==> config.mk <==
export PLATFORM = sky130hd
export DESIGN_NAME = ctap_ble_frame_reassembler_flat
export DESIGN_NICKNAME = d
export VERILOG_FILES = /design/src/sv/cbfr_pkg.sv /design/src/sv/cbfr_stream_if.sv /design/src/sv/cbfr_in_stage.sv /design/src/sv/cbfr_core.sv /design/src/sv/cbfr_out_stage.sv /design/src/sv/ctap_ble_frame_reassembler.sv /design/src/flat_wrapper.sv
export SDC_FILE = /design/constraint.sdc
export NUM_CORES = 1
export LEC_CHECK = 0
export ABC_AREA = 1
export BUFFER_PORTS_ARGS = -buffer_cell sky130_fd_sc_hd__buf_2
export CAP_MARGIN = 20
export CORE_MARGIN = 4
export CORE_UTILIZATION = 50
export CTS_CLUSTER_SIZE = 30
export DETAILED_ROUTE_END_ITERATION = 10
export PLACE_DENSITY = 0.75
export SYNTH_ARGS = -nofsm -noshare
export SYNTH_HDL_FRONTEND = slang
export SYNTH_SLANG_ARGS = --single-unit
==> constraint.sdc <==
create_clock -name clk -period 3.1 [get_ports clk]
set_clock_uncertainty 0.05 [all_clocks]
set_input_delay 0.62 -clock clk [delete_from_list [all_inputs] [get_ports clk]]
set_output_delay 0.62 -clock clk [all_outputs]
set_load 0.05 [all_outputs]
==> src/sv/cbfr_pkg.sv <==
// Shared types, codes and constants of the CTAP BLE frame reassembler.
// No dependencies; used by every RTL file of the block but cbfr_stream_if.
package cbfr_pkg;

    localparam logic [15:0] MAX_MESSAGE    = 16'd1024;
    localparam logic [7:0]  TYPE_BIT       = 8'h80;
    localparam logic [7:0]  INIT_DEFAULT   = 8'h83;
    localparam logic [7:0]  CANCEL_DEFAULT = 8'hBE;

    // register indexes
    localparam logic REG_INIT_CODE   = 1'b0;
    localparam logic REG_CANCEL_CODE = 1'b1;

    // frame kinds
    localparam logic [1:0] KIND_NONE = 2'd0;
    localparam logic [1:0] KIND_INIT = 2'd1;
    localparam logic [1:0] KIND_CONT = 2'd2;

    // header positions of an initial frame
    localparam logic [1:0] HDR_NONE   = 2'd0;
    localparam logic [1:0] HDR_TYPE   = 2'd1;
    localparam logic [1:0] HDR_LEN_HI = 2'd2;
    localparam logic [1:0] HDR_DONE   = 2'd3;

    // event codes
    localparam logic [2:0] EV_NONE     = 3'd0;
    localparam logic [2:0] EV_COMPLETE = 3'd1;
    localparam logic [2:0] EV_CANCEL   = 3'd2;
    localparam logic [2:0] EV_TOO_LONG = 3'd3;
    localparam logic [2:0] EV_SHORT    = 3'd4;
    localparam logic [2:0] EV_STRAY    = 3'd5;
    localparam logic [2:0] EV_UNKNOWN  = 3'd6;

    typedef struct packed {
        logic [7:0] frame_byte;
        logic       first_of_frame;
        logic       last_of_frame;
    } item_t;

    typedef struct packed {
        logic        data_valid;
        logic [7:0]  data_byte;
        logic [9:0]  byte_offset;
        logic [2:0]  event_res;
        logic [10:0] message_length;
    } result_t;

    // pipeline control shared by the stages
    typedef struct packed {
        logic item_valid;
        logic advance;
    } pipe_ctrl_t;

endpackage

==> src/sv/cbfr_stream_if.sv <==
// Valid/ready channel interfaces for frame bytes and reassembly results.
// No dependencies.
interface cbfr_frame_if;
    logic       valid;
    logic       ready;
    logic [7:0] frame_byte;
    logic       first_of_frame;
    logic       last_of_frame;

    modport source (output valid, output frame_byte, output first_of_frame,
                    output last_of_frame, input ready);
    modport sink   (input valid, input frame_byte, input first_of_frame,
                    input last_of_frame, output ready);
endinterface

interface cbfr_result_if;
    logic        valid;
    logic        ready;
    logic        data_valid;
    logic [7:0]  data_byte;
    logic [9:0]  byte_offset;
    logic [2:0]  event_res;
    logic [10:0] message_length;

    modport source (output valid, output data_valid, output data_byte,
                    output byte_offset, output event_res, output message_length,
                    input ready);
    modport sink   (input valid, input data_valid, input data_byte,
                    input byte_offset, input event_res, input message_length,
                    output ready);
endinterface

==> src/sv/cbfr_in_stage.sv <==
// Input register of the reassembler: holds one frame byte request.
// Depends on cbfr_pkg.
module cbfr_in_stage (
    input  logic               clk,
    input  logic               rst_n,
    input  logic               load,
    input  cbfr_pkg::item_t    item_d,
    input  logic               advance,
    output logic               item_valid,
    output cbfr_pkg::item_t    item_q
);

    logic            valid_reg;
    logic            valid_next;
    cbfr_pkg::item_t item_reg;

    always_comb
    begin
        valid_next = valid_reg;
        if (load)
        begin
            valid_next = 1'b1;
        end
        else if (advance)
        begin
            valid_next = 1'b0;
        end
    end

    always_ff @(posedge clk or negedge rst_n)
    begin
        if (!rst_n)
        begin
            valid_reg <= 1'b0;
        end
        else
        begin
            valid_reg <= valid_next;
        end
    end

    always_ff @(posedge clk)
    begin
        if (load)
        begin
            item_reg <= item_d;
        end
    end

    assign item_valid = valid_reg;
    assign item_q     = item_reg;

endmodule

==> src/sv/cbfr_core.sv <==
// Reassembly state, configuration registers and per-byte decode logic.
// Depends on cbfr_pkg.
module cbfr_core (
    input  logic                 clk,
    input  logic                 rst_n,
    input  logic                 cfg_we,
    input  logic                 cfg_index,
    input  logic [7:0]           cfg_data,
    input  cbfr_pkg::pipe_ctrl_t ctrl,
    input  cbfr_pkg::item_t      item,
    output cbfr_pkg::result_t    result
);

    logic [7:0]  init_code_reg;
    logic [7:0]  cancel_code_reg;

    logic [1:0]  hdr_pos_reg,  hdr_pos_next;
    logic [1:0]  kind_reg,     kind_next;
    logic [7:0]  len_hi_reg,   len_hi_next;
    logic [10:0] exp_len_reg,  exp_len_next;
    logic [10:0] fill_reg,     fill_next;
    logic        busy_reg,     busy_next;

    logic [15:0] ann_len;

    always_ff @(posedge clk or negedge rst_n)
    begin
        if (!rst_n)
        begin
            init_code_reg   <= cbfr_pkg::INIT_DEFAULT;
            cancel_code_reg <= cbfr_pkg::CANCEL_DEFAULT;
        end
        else if (cfg_we)
        begin
            case (cfg_index)
                cbfr_pkg::REG_INIT_CODE:   init_code_reg   <= cfg_data;
                cbfr_pkg::REG_CANCEL_CODE: cancel_code_reg <= cfg_data;
                default: ;
            endcase
        end
    end

    assign ann_len = {len_hi_reg, item.frame_byte};

    always_comb
    begin
        hdr_pos_next = hdr_pos_reg;
        kind_next    = kind_reg;
        len_hi_next  = len_hi_reg;
        exp_len_next = exp_len_reg;
        fill_next    = fill_reg;
        busy_next    = busy_reg;
        result       = '0;

        if (item.first_of_frame)
        begin
            hdr_pos_next = cbfr_pkg::HDR_NONE;
            kind_next    = cbfr_pkg::KIND_NONE;
            if (item.frame_byte == cancel_code_reg)
            begin
                fill_next        = '0;
                exp_len_next     = '0;
                busy_next        = 1'b0;
                result.event_res = cbfr_pkg::EV_CANCEL;
            end
            else if (item.frame_byte == init_code_reg)
            begin
                kind_next    = cbfr_pkg::KIND_INIT;
                hdr_pos_next = cbfr_pkg::HDR_TYPE;
            end
            else if ((item.frame_byte & cbfr_pkg::TYPE_BIT) == 8'h00)
            begin
                if (busy_reg)
                begin
                    kind_next = cbfr_pkg::KIND_CONT;
                end
                else
                begin
                    result.event_res = cbfr_pkg::EV_STRAY;
                end
            end
            else
            begin
                result.event_res = cbfr_pkg::EV_UNKNOWN;
            end
        end
        else if (kind_reg == cbfr_pkg::KIND_INIT && hdr_pos_reg == cbfr_pkg::HDR_TYPE)
        begin
            len_hi_next  = item.frame_byte;
            hdr_pos_next = cbfr_pkg::HDR_LEN_HI;
        end
        else if (kind_reg == cbfr_pkg::KIND_INIT && hdr_pos_reg == cbfr_pkg::HDR_LEN_HI)
        begin
            hdr_pos_next = cbfr_pkg::HDR_DONE;
            if (ann_len > cbfr_pkg::MAX_MESSAGE)
            begin
                fill_next        = '0;
                exp_len_next     = '0;
                busy_next        = 1'b0;
                kind_next        = cbfr_pkg::KIND_NONE;
                result.event_res = cbfr_pkg::EV_TOO_LONG;
            end
            else
            begin
                exp_len_next = ann_len[10:0];
                fill_next    = '0;
                busy_next    = 1'b1;
            end
        end
        else if ((kind_reg == cbfr_pkg::KIND_INIT && hdr_pos_reg == cbfr_pkg::HDR_DONE)
                 || kind_reg == cbfr_pkg::KIND_CONT)
        begin
            // keep the byte only while the message still has room
            if (busy_reg && fill_reg < exp_len_reg)
            begin
                result.data_valid  = 1'b1;
                result.data_byte   = item.frame_byte;
                result.byte_offset = fill_reg[9:0];
                fill_next          = fill_reg + 11'd1;
            end
        end

        if (item.last_of_frame)
        begin
            if (kind_next == cbfr_pkg::KIND_INIT && hdr_pos_next != cbfr_pkg::HDR_DONE)
            begin
                result.event_res = cbfr_pkg::EV_SHORT;
            end
            else if (kind_next != cbfr_pkg::KIND_NONE && busy_next
                     && fill_next >= exp_len_next)
            begin
                result.event_res      = cbfr_pkg::EV_COMPLETE;
                result.message_length = exp_len_next;
                fill_next             = '0;
                exp_len_next          = '0;
                busy_next             = 1'b0;
            end
            kind_next    = cbfr_pkg::KIND_NONE;
            hdr_pos_next = cbfr_pkg::HDR_NONE;
        end
    end

    always_ff @(posedge clk or negedge rst_n)
    begin
        if (!rst_n)
        begin
            hdr_pos_reg <= cbfr_pkg::HDR_NONE;
            kind_reg    <= cbfr_pkg::KIND_NONE;
            len_hi_reg  <= '0;
            exp_len_reg <= '0;
            fill_reg    <= '0;
            busy_reg    <= 1'b0;
        end
        else if (ctrl.item_valid && ctrl.advance)
        begin
            hdr_pos_reg <= hdr_pos_next;
            kind_reg    <= kind_next;
            len_hi_reg  <= len_hi_next;
            exp_len_reg <= exp_len_next;
            fill_reg    <= fill_next;
            busy_reg    <= busy_next;
        end
    end

endmodule

==> src/sv/cbfr_out_stage.sv <==
// Result register of the reassembler: holds one result until taken.
// Depends on cbfr_pkg.
module cbfr_out_stage (
    input  logic              clk,
    input  logic              rst_n,
    input  logic              advance,
    input  logic              taken,
    input  cbfr_pkg::result_t result_d,
    output logic              result_valid,
    output cbfr_pkg::result_t result_q
);

    logic              valid_reg;
    logic              valid_next;
    cbfr_pkg::result_t result_reg;

    always_comb
    begin
        valid_next = valid_reg;
        if (advance)
        begin
            valid_next = 1'b1;
        end
        else if (taken)
        begin
            valid_next = 1'b0;
        end
    end

    always_ff @(posedge clk or negedge rst_n)
    begin
        if (!rst_n)
        begin
            valid_reg <= 1'b0;
        end
        else
        begin
            valid_reg <= valid_next;
        end
    end

    always_ff @(posedge clk)
    begin
        if (advance)
        begin
            result_reg <= result_d;
        end
    end

    assign result_valid = valid_reg;
    assign result_q     = result_reg;

endmodule

==> src/sv/ctap_ble_frame_reassembler.sv <==
// CTAP BLE control-point frame reassembler, top level.
// Depends on cbfr_pkg, cbfr_stream_if, cbfr_in_stage, cbfr_core, cbfr_out_stage.
//
// Usage:
//   frames  - sink channel, one frame byte per request with first/last marks.
//   results - source channel, exactly one result per frame byte: a kept
//             payload byte with its message offset, and/or an event code
//             (complete, cancel, too long, short init, stray continuation,
//             unknown type). message_length is set with the complete event.
//   cfg_*   - write port for init_code (index 0) and cancel_code (index 1);
//             write only while the block is idle.
// Order: an accepted request is held in the input register; its result is
//   registered into the result register when the request advances.
// Throughput: one byte per cycle while results.ready stays high; the decode
//   of a byte and the next length and fill counts are worked out
//   combinationally between the two registers.
// Reset: both stages empty, no message in progress, codes back to 0x83/0xBE.
// Stall: while results.ready is low the result register holds; an empty input
//   register takes one more request, then frames.ready stays low until the
//   result is taken.
module ctap_ble_frame_reassembler (
    input  logic                 clk,
    input  logic                 rst_n,
    input  logic                 cfg_we,
    input  logic                 cfg_index,
    input  logic [7:0]           cfg_data,
    cbfr_frame_if.sink           frames,
    cbfr_result_if.source        results
);

    cbfr_pkg::item_t      item_d;
    cbfr_pkg::item_t      item_q;
    cbfr_pkg::result_t    result_d;
    cbfr_pkg::result_t    result_q;
    cbfr_pkg::pipe_ctrl_t ctrl;
    logic                 item_valid;
    logic                 result_valid;
    logic                 load;

    // Advance the held request when the result register is free or draining.
    assign ctrl.item_valid = item_valid;
    assign ctrl.advance    = item_valid && (!result_valid || results.ready);

    // Take a new request when the input register is empty or moving on.
    assign frames.ready = !item_valid || ctrl.advance;
    assign load         = frames.valid && frames.ready;

    assign item_d.frame_byte     = frames.frame_byte;
    assign item_d.first_of_frame = frames.first_of_frame;
    assign item_d.last_of_frame  = frames.last_of_frame;

    cbfr_in_stage u_in_stage (
        .clk        (clk),
        .rst_n      (rst_n),
        .load       (load),
        .item_d     (item_d),
        .advance    (ctrl.advance),
        .item_valid (item_valid),
        .item_q     (item_q)
    );

    cbfr_core u_core (
        .clk       (clk),
        .rst_n     (rst_n),
        .cfg_we    (cfg_we),
        .cfg_index (cfg_index),
        .cfg_data  (cfg_data),
        .ctrl      (ctrl),
        .item      (item_q),
        .result    (result_d)
    );

    cbfr_out_stage u_out_stage (
        .clk          (clk),
        .rst_n        (rst_n),
        .advance      (ctrl.advance),
        .taken        (results.ready),
        .result_d     (result_d),
        .result_valid (result_valid),
        .result_q     (result_q)
    );

    // Drive the result channel straight from the result register.
    assign results.valid          = result_valid;
    assign results.data_valid     = result_q.data_valid;
    assign results.data_byte      = result_q.data_byte;
    assign results.byte_offset    = result_q.byte_offset;
    assign results.event_res      = result_q.event_res;
    assign results.message_length = result_q.message_length;

endmodule

==> src/flat_wrapper.sv <==
// flat-port wrapper written by rule: the top's interface ports become plain ports
module ctap_ble_frame_reassembler_flat 
  (clk, rst_n, cfg_we, cfg_index, cfg_data, frames_valid, frames_frame_byte, frames_first_of_frame, frames_last_of_frame, frames_ready, results_valid, results_data_valid, results_data_byte, results_byte_offset, results_event_res, results_message_length, results_ready);
  cbfr_frame_if frames_i ();
  cbfr_result_if results_i ();
  input  logic clk;
  input  logic rst_n;
  input  logic cfg_we;
  input  logic cfg_index;
  input  logic [7:0] cfg_data;
  input wire logic [$bits(frames_i.valid)-1:0] frames_valid;
  input wire logic [$bits(frames_i.frame_byte)-1:0] frames_frame_byte;
  input wire logic [$bits(frames_i.first_of_frame)-1:0] frames_first_of_frame;
  input wire logic [$bits(frames_i.last_of_frame)-1:0] frames_last_of_frame;
  output wire logic [$bits(frames_i.ready)-1:0] frames_ready;
  output wire logic [$bits(results_i.valid)-1:0] results_valid;
  output wire logic [$bits(results_i.data_valid)-1:0] results_data_valid;
  output wire logic [$bits(results_i.data_byte)-1:0] results_data_byte;
  output wire logic [$bits(results_i.byte_offset)-1:0] results_byte_offset;
  output wire logic [$bits(results_i.event_res)-1:0] results_event_res;
  output wire logic [$bits(results_i.message_length)-1:0] results_message_length;
  input wire logic [$bits(results_i.ready)-1:0] results_ready;
  assign frames_i.valid = frames_valid;
  assign frames_i.frame_byte = frames_frame_byte;
  assign frames_i.first_of_frame = frames_first_of_frame;
  assign frames_i.last_of_frame = frames_last_of_frame;
  assign frames_ready = frames_i.ready;
  assign results_valid = results_i.valid;
  assign results_data_valid = results_i.data_valid;
  assign results_data_byte = results_i.data_byte;
  assign results_byte_offset = results_i.byte_offset;
  assign results_event_res = results_i.event_res;
  assign results_message_length = results_i.message_length;
  assign results_i.ready = results_ready;
  ctap_ble_frame_reassembler u_core (.clk(clk), .rst_n(rst_n), .cfg_we(cfg_we), .cfg_index(cfg_index), .cfg_data(cfg_data), .frames(frames_i), .results(results_i));
endmodule
# After elaboration in Yosys (flattened, before gate mapping)
# Cells that the tools add are included.
classes:
  reduce_logical: 25
  bitwise_logic: 6
  muxes: 57
  n_addsub: 1
  magnitude_cmp: 3
  eq_ne: 9
ops:
  columns: ["operator", "n"]
  rows:
  - ["$mux W11", 18]
  - ["$mux W14", 2]
  - ["$mux W2", 14]
  - ["$mux W3", 8]
  - ["$mux W19", 1]
  - ["$eq A8 B8 Y1", 2]
  - ["$gt A16 B11 Y1 const B", 1]
  - ["$mux W1", 14]
  - ["$add A11 B1 Y11 const B", 1]
  - ["$ge A11 B11 Y1", 1]
  - ["$lt A11 B11 Y1", 1]
  - ["$logic_and A1 B1 Y1", 10]
  - ["$logic_not A8 Y1", 1]
  - ["$eq A2 B1 Y1 const B", 3]
  - ["$eq A2 B2 Y1 const B", 3]
  - ["$not A1 Y1", 6]
  - ["$reduce_bool A2 Y1", 3]
  - ["$reduce_or A5 Y1", 1]
  - ["$reduce_and A2 Y1", 2]
  - ["$reduce_or A4 Y1", 1]
  - ["$logic_or A1 B1 Y1", 3]
  - ["$reduce_and A3 Y1", 1]
  - ["$reduce_or A3 Y1", 1]
  - ["$logic_not A1 Y1", 2]
  - ["$ne A2 B2 Y1 const B", 1]
totals:
  elab_cells: 119
  in_bits: 24
  reg_bits: 96
  output_inout_bits: 35

# Depth between registers and ports, before layout
# Gate-level depths: netlist of the first run.
logic_depth:
  word_depth: 12
  depth_mapped: 25
  mapped_depth_nobuf: 25

# Cells and area by module
# Synthesis of the first run repeated with hierarchy kept, for this count alone.
hier_totals:
  hier_cells: 703
  hier_area_um2: 5655.4
by_module_without_submodules:
  columns: ["module", "cells_each", "seq_area_each_um2", "instances", "area_per_inst_um2"]
  rows:
  - ["cbfr_core", 645, 1287.5, 1, 4260.3]
  - ["cbfr_out_stage", 38, 1016.0, 1, 1031.0]
  - ["cbfr_in_stage", 15, 325.3, 1, 340.3]
  - ["ctap_ble_frame_reassembler", 5, 0.0, 1, 23.8]

# Worst setup path after synthesis of the first run
# OpenSTA, ideal clock, no wires.
synth_path:
  kind: "flip-flop to flip-flop"
  start: "reg u_core.u_core.fill_reg[8]"
  end: "reg u_core.u_core.fill_reg[2]"
  setup_time_ps: 126
  setup_slack_ps: 69
  path_stages_with_launch: 24
  required_ps: 2924
  period_less_slack_ps: 3031
  n_path_buf: 1
  arrival_time_ps: 2856
  path_cell_list: "dfrtp_1 ha_1 nand2_1 inv_1 nand2_1 nor2_1 nand2_1 nand3_1 clkinv_1 nand2_1 nand2_1 nand2_1 nand2_1 o21ai_0 inv_1 ha_1 nand4_1 nor3_1 nor2_1 nor2_1 nand3_4 buf_6 nand3_1 nand2_1"
synth_between:
  elab_chain_len: 12
  word_cells_on_any_way: 14
  classes_between: "add/sub (1); order compare (2); mux (9); reduce/logical (2)"
synth_lines:
  columns: ["item", "line_no", "source"]
  rows:
  - ["from (decl)", "cbfr_core.sv:21", "logic [10:0] fill_reg, fill_next;"]
  - ["from (signal assigned)", "cbfr_core.sv:160", "fill_reg <= fill_next;"]
  - ["$lt A11 B11 Y1", "cbfr_core.sv:114", "if (busy_reg && fill_reg < exp_len_reg)"]
  - ["$logic_and A1 B1 Y1", "cbfr_core.sv:114", null]
  - ["$mux W11", "cbfr_core.sv:114", null]
  - ["$mux W11", "cbfr_core.sv:110", "else if ((kind_reg == cbfr_pkg::KIND_INIT && hdr_pos_reg == cbfr_pkg::HDR_DONE)"]
  - ["$mux W11", "cbfr_core.sv:92", "else if (kind_reg == cbfr_pkg::KIND_INIT && hdr_pos_reg == cbfr_pkg::HDR_LEN_HI)"]
  - ["$mux W11", "cbfr_core.sv:87", "else if (kind_reg == cbfr_pkg::KIND_INIT && hdr_pos_reg == cbfr_pkg::HDR_TYPE)"]
  - ["$mux W11 *", "cbfr_core.sv:55", "if (item.first_of_frame)"]
  - ["$ge A11 B11 Y1", "cbfr_core.sv:130", "&& fill_next >= exp_len_next)"]
  - ["$logic_and A1 B1 Y1", "cbfr_core.sv:130", null]
  - ["$mux W11", "cbfr_core.sv:129", "else if (kind_next != cbfr_pkg::KIND_NONE && busy_next"]
  - ["$mux W11", "cbfr_core.sv:125", "if (kind_next == cbfr_pkg::KIND_INIT && hdr_pos_next != cbfr_pkg::HDR_DONE)"]
  - ["$mux W11 *", "cbfr_core.sv:123", "if (item.last_of_frame)"]
# Mark *: on every way between the ends. The rest lies on a longest branch, timed or not.
# A chain may end at the register's enable or synchronous reset.

# Final worst setup path of the first run
layout_path:
  start: "reg u_core.u_core.fill_reg[2]"
  end: "reg u_core.u_core.exp_len_reg[2]"
layout_between:
  elab_chain_len: 12
  word_cells_on_any_way: 14
  classes_between: "add/sub (1); order compare (2); mux (9); reduce/logical (2)"
layout_lines:
  columns: ["item", "line_no", "source"]
  rows:
  - ["$lt A11 B11 Y1", "cbfr_core.sv:114", null]
  - ["$logic_and A1 B1 Y1", "cbfr_core.sv:114", null]
  - ["$mux W11", "cbfr_core.sv:114", null]
  - ["$mux W11", "cbfr_core.sv:110", null]
  - ["$mux W11", "cbfr_core.sv:92", null]
  - ["$mux W11", "cbfr_core.sv:87", null]
  - ["$mux W11 *", "cbfr_core.sv:55", null]
  - ["$ge A11 B11 Y1 *", "cbfr_core.sv:130", null]
  - ["$logic_and A1 B1 Y1 *", "cbfr_core.sv:130", null]
  - ["$mux W11 *", "cbfr_core.sv:129", null]
  - ["$mux W11 *", "cbfr_core.sv:125", null]
  - ["$mux W11 *", "cbfr_core.sv:123", null]
  - ["to (signal assigned)", "cbfr_core.sv:159", "exp_len_reg <= exp_len_next;"]
  - ["to (decl)", "cbfr_core.sv:20", "logic [10:0] exp_len_reg, exp_len_next;"]
# Marks and branches as above.

==> impl_metrics.tcl, run 1 <==
set metrics [dict create \
    outcome "complete, but fails checks" \
    violations "negative setup slack" \
    cts.path.max_buffers 2 \
    setup_violations 35 \
    synthCells 660 \
    async_flop_share_pct 55.21 \
    hold_viol_final 0 \
    synth_flop_cell "dfrtp_1" \
    routed_via_density 5.301 \
    routed_wl_um 15190 \
    track_usage_pct 24.51 \
    avgSynthCellArea_um2 7.903 \
    final_cell_count_no_fill 959 \
    ant_nets 0 \
    peakVddDrop_mv 0.2239 \
    gp_congestion 0.9149 \
    crit_family "simple AND/OR/NAND/NOR gates" \
    start_util_pct 50.98 \
    synth_cell_types 31 \
    dr.first_iter.drc_count 352 \
    drcViolationCount 0 \
    synth_nets 706 \
    multi_input_area_um2 2638 \
    cts_tree "built" \
    antenna_cells 0 \
    crit_chain "ha_4, nand2_1, inv_1, nand2_1, nand2_1, nand2_1, nand3_4, clkinv_4, nand3_1, nand2_1, nand3_1, o21ai_2, ha_1, buf_4, nand4_1, nor3_2, nor2_2, nor2_2, nand3_4, buf_12, clkbuf_16, nand3_2, nand2_1" \
    power_density_nw_per_um2 444.8 \
    rsz0062_at_grt "yes" \
    worst_slew_pin_slew_ns 0.7520 \
    grt_max_degree 54 \
    synth_top_family_by_area "simple AND/OR/NAND/NOR gates" \
    max_freq_mhz 280.6 \
    period_share_pct 115.0 \
    nFillCells 761 \
    leakage_nw 3.462 \
    final.setup.tns_ns -13.63 \
    synth_seq_area_share_pct 50.40 \
    relSlewSlack_pct 49.87 \
    yosys.area_share.adder_pct 5.277 \
    largest_register_ffs 33 \
    yosys_warnings 0 \
    nets 864 \
    layout_commonest_cell "nand2_1" \
    synth_compound_area_share_pct 7.244 \
    cts_buffers 9 \
    synth_xor_area_share_pct 0.5037 \
    synthMuxAreaShare_pct 0 \
    grt_pass1_wl_um 22800 \
    synth_edf_count 43 \
    cap_violations 0 \
    cp_max_fo 8 \
    cts-htree-levels 3 \
    placed_cells 922 \
    required_ns 3.32 \
    layout_common_cells "nand2_1, buf_4, inv_1" \
    dieHeight_um 110.1 \
    hold_buffers 0 \
    overflow 0 \
    start_kind "flop" \
    slowest_delay_ns 0.46 \
    clock_latency_ns 0.38 \
    netlist_area_um2 5216 \
    synth-seq-cells 96 \
    fin_crit_ns 3.564 \
    fin_ws_ns -0.4636 \
    clk_pin_slew_worst_paths_ns 0.09 \
    dp_hpwl_um 9456 \
    drive_gt1_share_pct 34.87 \
    root_buffer "clkbuf_8" \
    seqCellArea_um2 2629 \
    io_pins 59 \
    path_buf_inv 5 \
    io_buffers 58 \
    critical_path_class "flop to flop" \
    std_cell_rows 37 \
    worstPathArrival_ns 3.78 \
    slew_violations 0 \
    antenna_found_initial 0 \
    die-area_um2 12130 \
    critPathSlowestCell "dfrtp_1" \
    die_x_um 110.1 \
    grt_pass1_vias 4781 \
    synth-simple-area-share_pct 28.16 \
    hold_class "primary input to async pin" \
    wl_per_cell_um 15.84 \
    syn_to_final_growth_pct 37.44 \
    cp_common_cell "nand2_1" \
    drtPass1Iterations 6 \
    coreArea_um2 10230 \
    cts_sinks 96 \
    dr_total_vias 5084 \
    cp-end-kind "flop" \
]
==> synth_stat cells, types with 3 or more instances <==
master	instances	area share [%]
nand2_1	217	16
nor2_2	4	0.48
inv_1	91	6.5
o22ai_1	4	0.48
nand3_1	49	4.7
a21oi_1	12	1.2
clkbuf_1	8	0.58
ha_1	22	5.3
xnor2_1	3	0.50
nor2_1	71	5.1
dfrtp_1	44	21
edfxtp_1	43	25
nor3_1	4	0.38
o21ai_0	48	4.6
dfstp_2	9	4.5
nand4_1	9	1.1
buf_2	3	0.29
==> final timing paths <==
check,from,endpoint,slack (ns),cells after the start
max in group asynchronous,rst_n,u_core.u_core.exp_len_reg[3]$_DFFE_PN0P_,2.18,2
min in group clk,frames_frame_byte[4],u_core.u_in_stage.item_q[6]$_DFFE_PP_,0.36,1
worst max register to register,u_core.u_core.fill_reg[2]$_DFFE_PN0P_,u_core.u_core.exp_len_reg[2]$_DFFE_PN0P_,-0.46,23
worst min register to register,u_core.u_core.len_hi_reg[6]$_DFFE_PN0P_,u_core.u_core.len_hi_reg[6]$_DFFE_PN0P_,0.45,2
worst min-delay path,rst_n,u_core.u_core.exp_len_reg[7]$_DFFE_PN0P_,0.34,2
worst max-delay path,u_core.u_core.fill_reg[2]$_DFFE_PN0P_,u_core.u_core.exp_len_reg[2]$_DFFE_PN0P_,-0.46,23
==> area by class of cell <==
class                   count  share of cell area [%]
well taps                 136                   2.373
repair buffers            163                   16.75
clock buffers              11                   1.972
flip-flops and latches     96                   36.67
inverters                  94                   4.991
clock inverters             5                  0.4538
multi-input cells         454                   36.79
==> what timing repair did <==
action | 4_1_cts | 5_1_grt
resized for setup | 64 | 58
endpoints found under the setup margin | 35 | 35
gates cloned | 4 | 1
setup buffers | 9 | 8
pin swaps | 10 | 33
endpoints found under the hold margin | 0 | 0
==> per-stage QoR <==
step / instance area (µm²) / worst slack [ns] / hold slack (ns) / utilization, % / total power [mW]
after floorplan: 5216 / 0.06856 / 0.2744 / - / 2.045
after global placement: 6233 / -0.3570 / 0.4179 / 60.93 / 2.277
after detailed placement: 6233 / -0.3855 / 0.4282 / 60.93 / 2.298
after CTS: 6857 / -0.07244 / 0.3520 / 67.02 / 3.144
after global routing: 7169 / -0.5227 / 0.3481 / 70.07 / 3.341
final: 7169 / -0.4636 / 0.3365 / 70.07 / 3.189
==> kinds of logic (layout without fill, tap and decap cells) <==
family | count (synthesis) | after routing
xor+xnor | 3 | 3
compound gates | 71 | 71
fa+ha+maj | 22 | 22
flops | 96 | 96
buf+inv | 110 | 273
simple gates | 358 | 358
==> report_power, final <==
group,switching (mW),internal (mW)
registers,0.0632,1.47
logic,0.610,0.287
clock network,0.453,0.311
==> per-layer routing <==
layer | wire length [µm] | part of all wire, % | global-route usage [%]
met1 | 5835 | 38 | 31.19
met2 | 7526 | 50 | 42.11
met3 | 1147 | 7.6 | 3.320
met4 | 682 | 4.5 | 10.03
met5 | 0 | 0 | 0
Power figures use the tool's default switching activity.
==> run 2: changes to the inputs <==
--- a/config.mk
+++ b/config.mk
@@ -16,3 +16,4 @@
 export SYNTH_ARGS = -nofsm -noshare
 export SYNTH_HDL_FRONTEND = slang
 export SYNTH_SLANG_ARGS = --single-unit
+export TNS_END_PERCENT = 30
==> run 2 against run 1 <==
- the run still ends with negative setup slack left
- core utilization grew 1.2 points
- sequential share of layout area decreased by 0.62 points
- fmax is 0.14% higher
- flip-flop and latch count stayed put
- die area unchanged
- critical path type unchanged
- combinational power rose by 3.5%
- clock-buffer cell count unchanged
==> impl_metrics.tcl, run 2 (synthesis results as in run 1) <==
set metrics [dict create \
    dpl_worst_slack_ns -0.3855 \
    hold_class "primary input to async pin" \
    rsz0062_at_grt "yes" \
    routed_via_density 5.293 \
    cap_violations 0 \
    outcome "complete, but fails checks" \
    dieHeight_um 110.1 \
    die_x_um 110.1 \
    clk_pin_slew_worst_paths_ns 0.10 \
    dp_hpwl_um 9456 \
    timing.rr.end "u_core.u_core.exp_len_reg[2]$_DFFE_PN0P_" \
    final_util_pct 71.27 \
    antenna_found_initial 0 \
    switchingPower_mw 1.133 \
    p_clk_share_pct 23.7 \
    cts.path.max_buffers 2 \
    nets 874 \
    relSlewSlack_pct 50.29 \
    gp_congestion 0.9149 \
    critical_path_class "flop to flop" \
    leakage_nw 3.509 \
    seqPwrFrac_pct 47.5 \
    period_share_pct 114.8 \
    io_buffers 58 \
    power_density_nw_per_um2 441.4 \
    reg2reg_depth 24 \
    p_comb_share_pct 28.8 \
    dr_total_vias 5129 \
    fin_crit_ns 3.559 \
    required_ns 3.31 \
    dr.first_iter.drc_count 353 \
    drcViolationCount 0 \
    start_util_pct 50.98 \
    fin_ws_ns -0.4587 \
    setup.reg_to_reg.worst_slack_ns -0.46 \
    layout_common_cells "nand2_1, buf_4, inv_1" \
    slew_violations 0 \
    p_int_mw 2.085 \
    drive_gt1_share_pct 36.73 \
    swShare_pct 35.21 \
    endpoint "u_core.u_core.exp_len_reg[2]$_DFFE_PN0P_" \
    cts-htree-levels 3 \
    cts_sinks 96 \
    ant_nets 0 \
    io_pins 59 \
    peakVddDrop_mv 0.2400 \
    drtPass1Iterations 5 \
    cts_buffers 9 \
    layout_commonest_cell "nand2_1" \
    die-area_um2 12130 \
    syn_to_final_growth_pct 39.79 \
    std_cell_rows 37 \
    antenna_cells 0 \
    wl_per_cell_um 15.80 \
    hold_viol_final 0 \
    cts_tree "built" \
    clock_latency_ns 0.38 \
    routed_wl_um 15310 \
    start_kind "flop" \
    finalPower_mw 3.219 \
    crit_start "u_core.u_core.fill_reg[1]$_DFFE_PN0P_" \
    cp_max_fo 8 \
    cp-end-kind "flop" \
    track_usage_pct 24.17 \
    root_buffer "clkbuf_8" \
    worst_slew_pin_slew_ns 0.7456 \
    grt_pass1_wl_um 22540 \
    violations "negative setup slack" \
    placed_cells 922 \
    r2r-start "u_core.u_core.fill_reg[1]$_DFFE_PN0P_" \
    grt_pass1_vias 4754 \
    setup_violations 35 \
    final_cell_count_no_fill 969 \
    coreArea_um2 10230 \
    overflow 0 \
    max_freq_mhz 281.0 \
    grt_max_degree 54 \
    largest_register_ffs 33 \
    hold_buffers 0 \
    worstPathArrival_ns 3.77 \
]
## run 2: worst min-delay path by stage
stage	startpoint	endpoint	slack [ns]	cells after the start
2_1_floorplan	rst_n	u_core.u_core.busy_reg$_DFFE_PN0P_	0.27	0
3_3_place_gp	u_core.u_core.len_hi_reg[5]$_DFFE_PN0P_	u_core.u_core.len_hi_reg[5]$_DFFE_PN0P_	0.42	2
3_5_place_dp	u_core.u_core.len_hi_reg[6]$_DFFE_PN0P_	u_core.u_core.len_hi_reg[6]$_DFFE_PN0P_	0.43	2
4_1_cts	rst_n	u_core.u_core.hdr_pos_reg[1]$_DFFE_PN0P_	0.35	2
5_1_grt	frames_first_of_frame	u_core.u_in_stage.item_q[1]$_DFFE_PP_	0.35	1
6_report	rst_n	u_core.u_core.exp_len_reg[7]$_DFFE_PN0P_	0.33	2
## run 2: metal layers
metal / share of wire (%) / vias up / global-route usage, %
li1: - / 2440 / -
met1: 39 / 2420 / 30.66
met2: 50 / 211 / 41.46
met3: 7.5 / 58 / 3.553
met4: 3.9 / 0 / 9.850
met5: 0 / - / 0
## run 2: worst max-delay path, cell delays in order, from the launching register on
cell	delay (ns)
dfrtp_1	0.44
ha_1	0.30
nand2_1	0.07
inv_1	0.05
nand2_1	0.06
nand2_1	0.08
nand2_1	0.11
nand3_4	0.15
inv_8	0.12
buf_4	0.11
nand4_1	0.08
nand3_1	0.12
o21ai_2	0.10
ha_4	0.29
nand2_1	0.08
o21ai_1	0.21
nand2_2	0.08
nand3_2	0.08
nor2_2	0.04
nor2_2	0.17
nand3_4	0.13
buf_12	0.17
clkbuf_16	0.17
nand3_1	0.07
nand2_1	0.08
## run 2: power groups by stage
stage          Sequential (mW)  Combinational, mW  Clock [mW]
4_1_cts                   1.53              0.822       0.775
3_5_place_dp              1.56              0.742           0
2_1_floorplan             1.73              0.315           0
5_1_grt                   1.54              0.992       0.829
6_report                  1.53              0.927       0.763
3_3_place_gp              1.55              0.726           0
## run 2: area by class of cell
| type | count | area (µm²) |
|---|---|---|
| fill | 735 | 2939 |
| multi-input combinational | 454 | 2670 |
| clock inverter | 5 | 32.53 |
| timing repair buffer | 173 | 1285 |
| sequential | 96 | 2629 |
| inverter | 94 | 364.1 |
| clock buffer | 11 | 141.4 |
| tap | 136 | 170.2 |
## run 2: stage by stage
| step | instance area (µm²) | hold slack (ns) | setup TNS (ns) |
|---|---|---|---|
| 3_3_place_gp | 6233 | 0.4179 | -9.632 |
| 3_5_place_dp | 6233 | 0.4282 | -11.58 |
| 2_1_floorplan | 5216 | 0.2744 | 0 |
| 5_1_grt | 7292 | 0.3481 | -17.25 |
| 4_1_cts | 6784 | 0.3520 | -1.989 |
| 6_report | 7292 | 0.3347 | -12.73 |
## run 2: what timing repair did
item                       CTS  global route
pin swaps                   10            42
setup endpoints to repair   35            35
gates resized for setup     54            82
gates cloned                 3             2
setup buffers                9            18
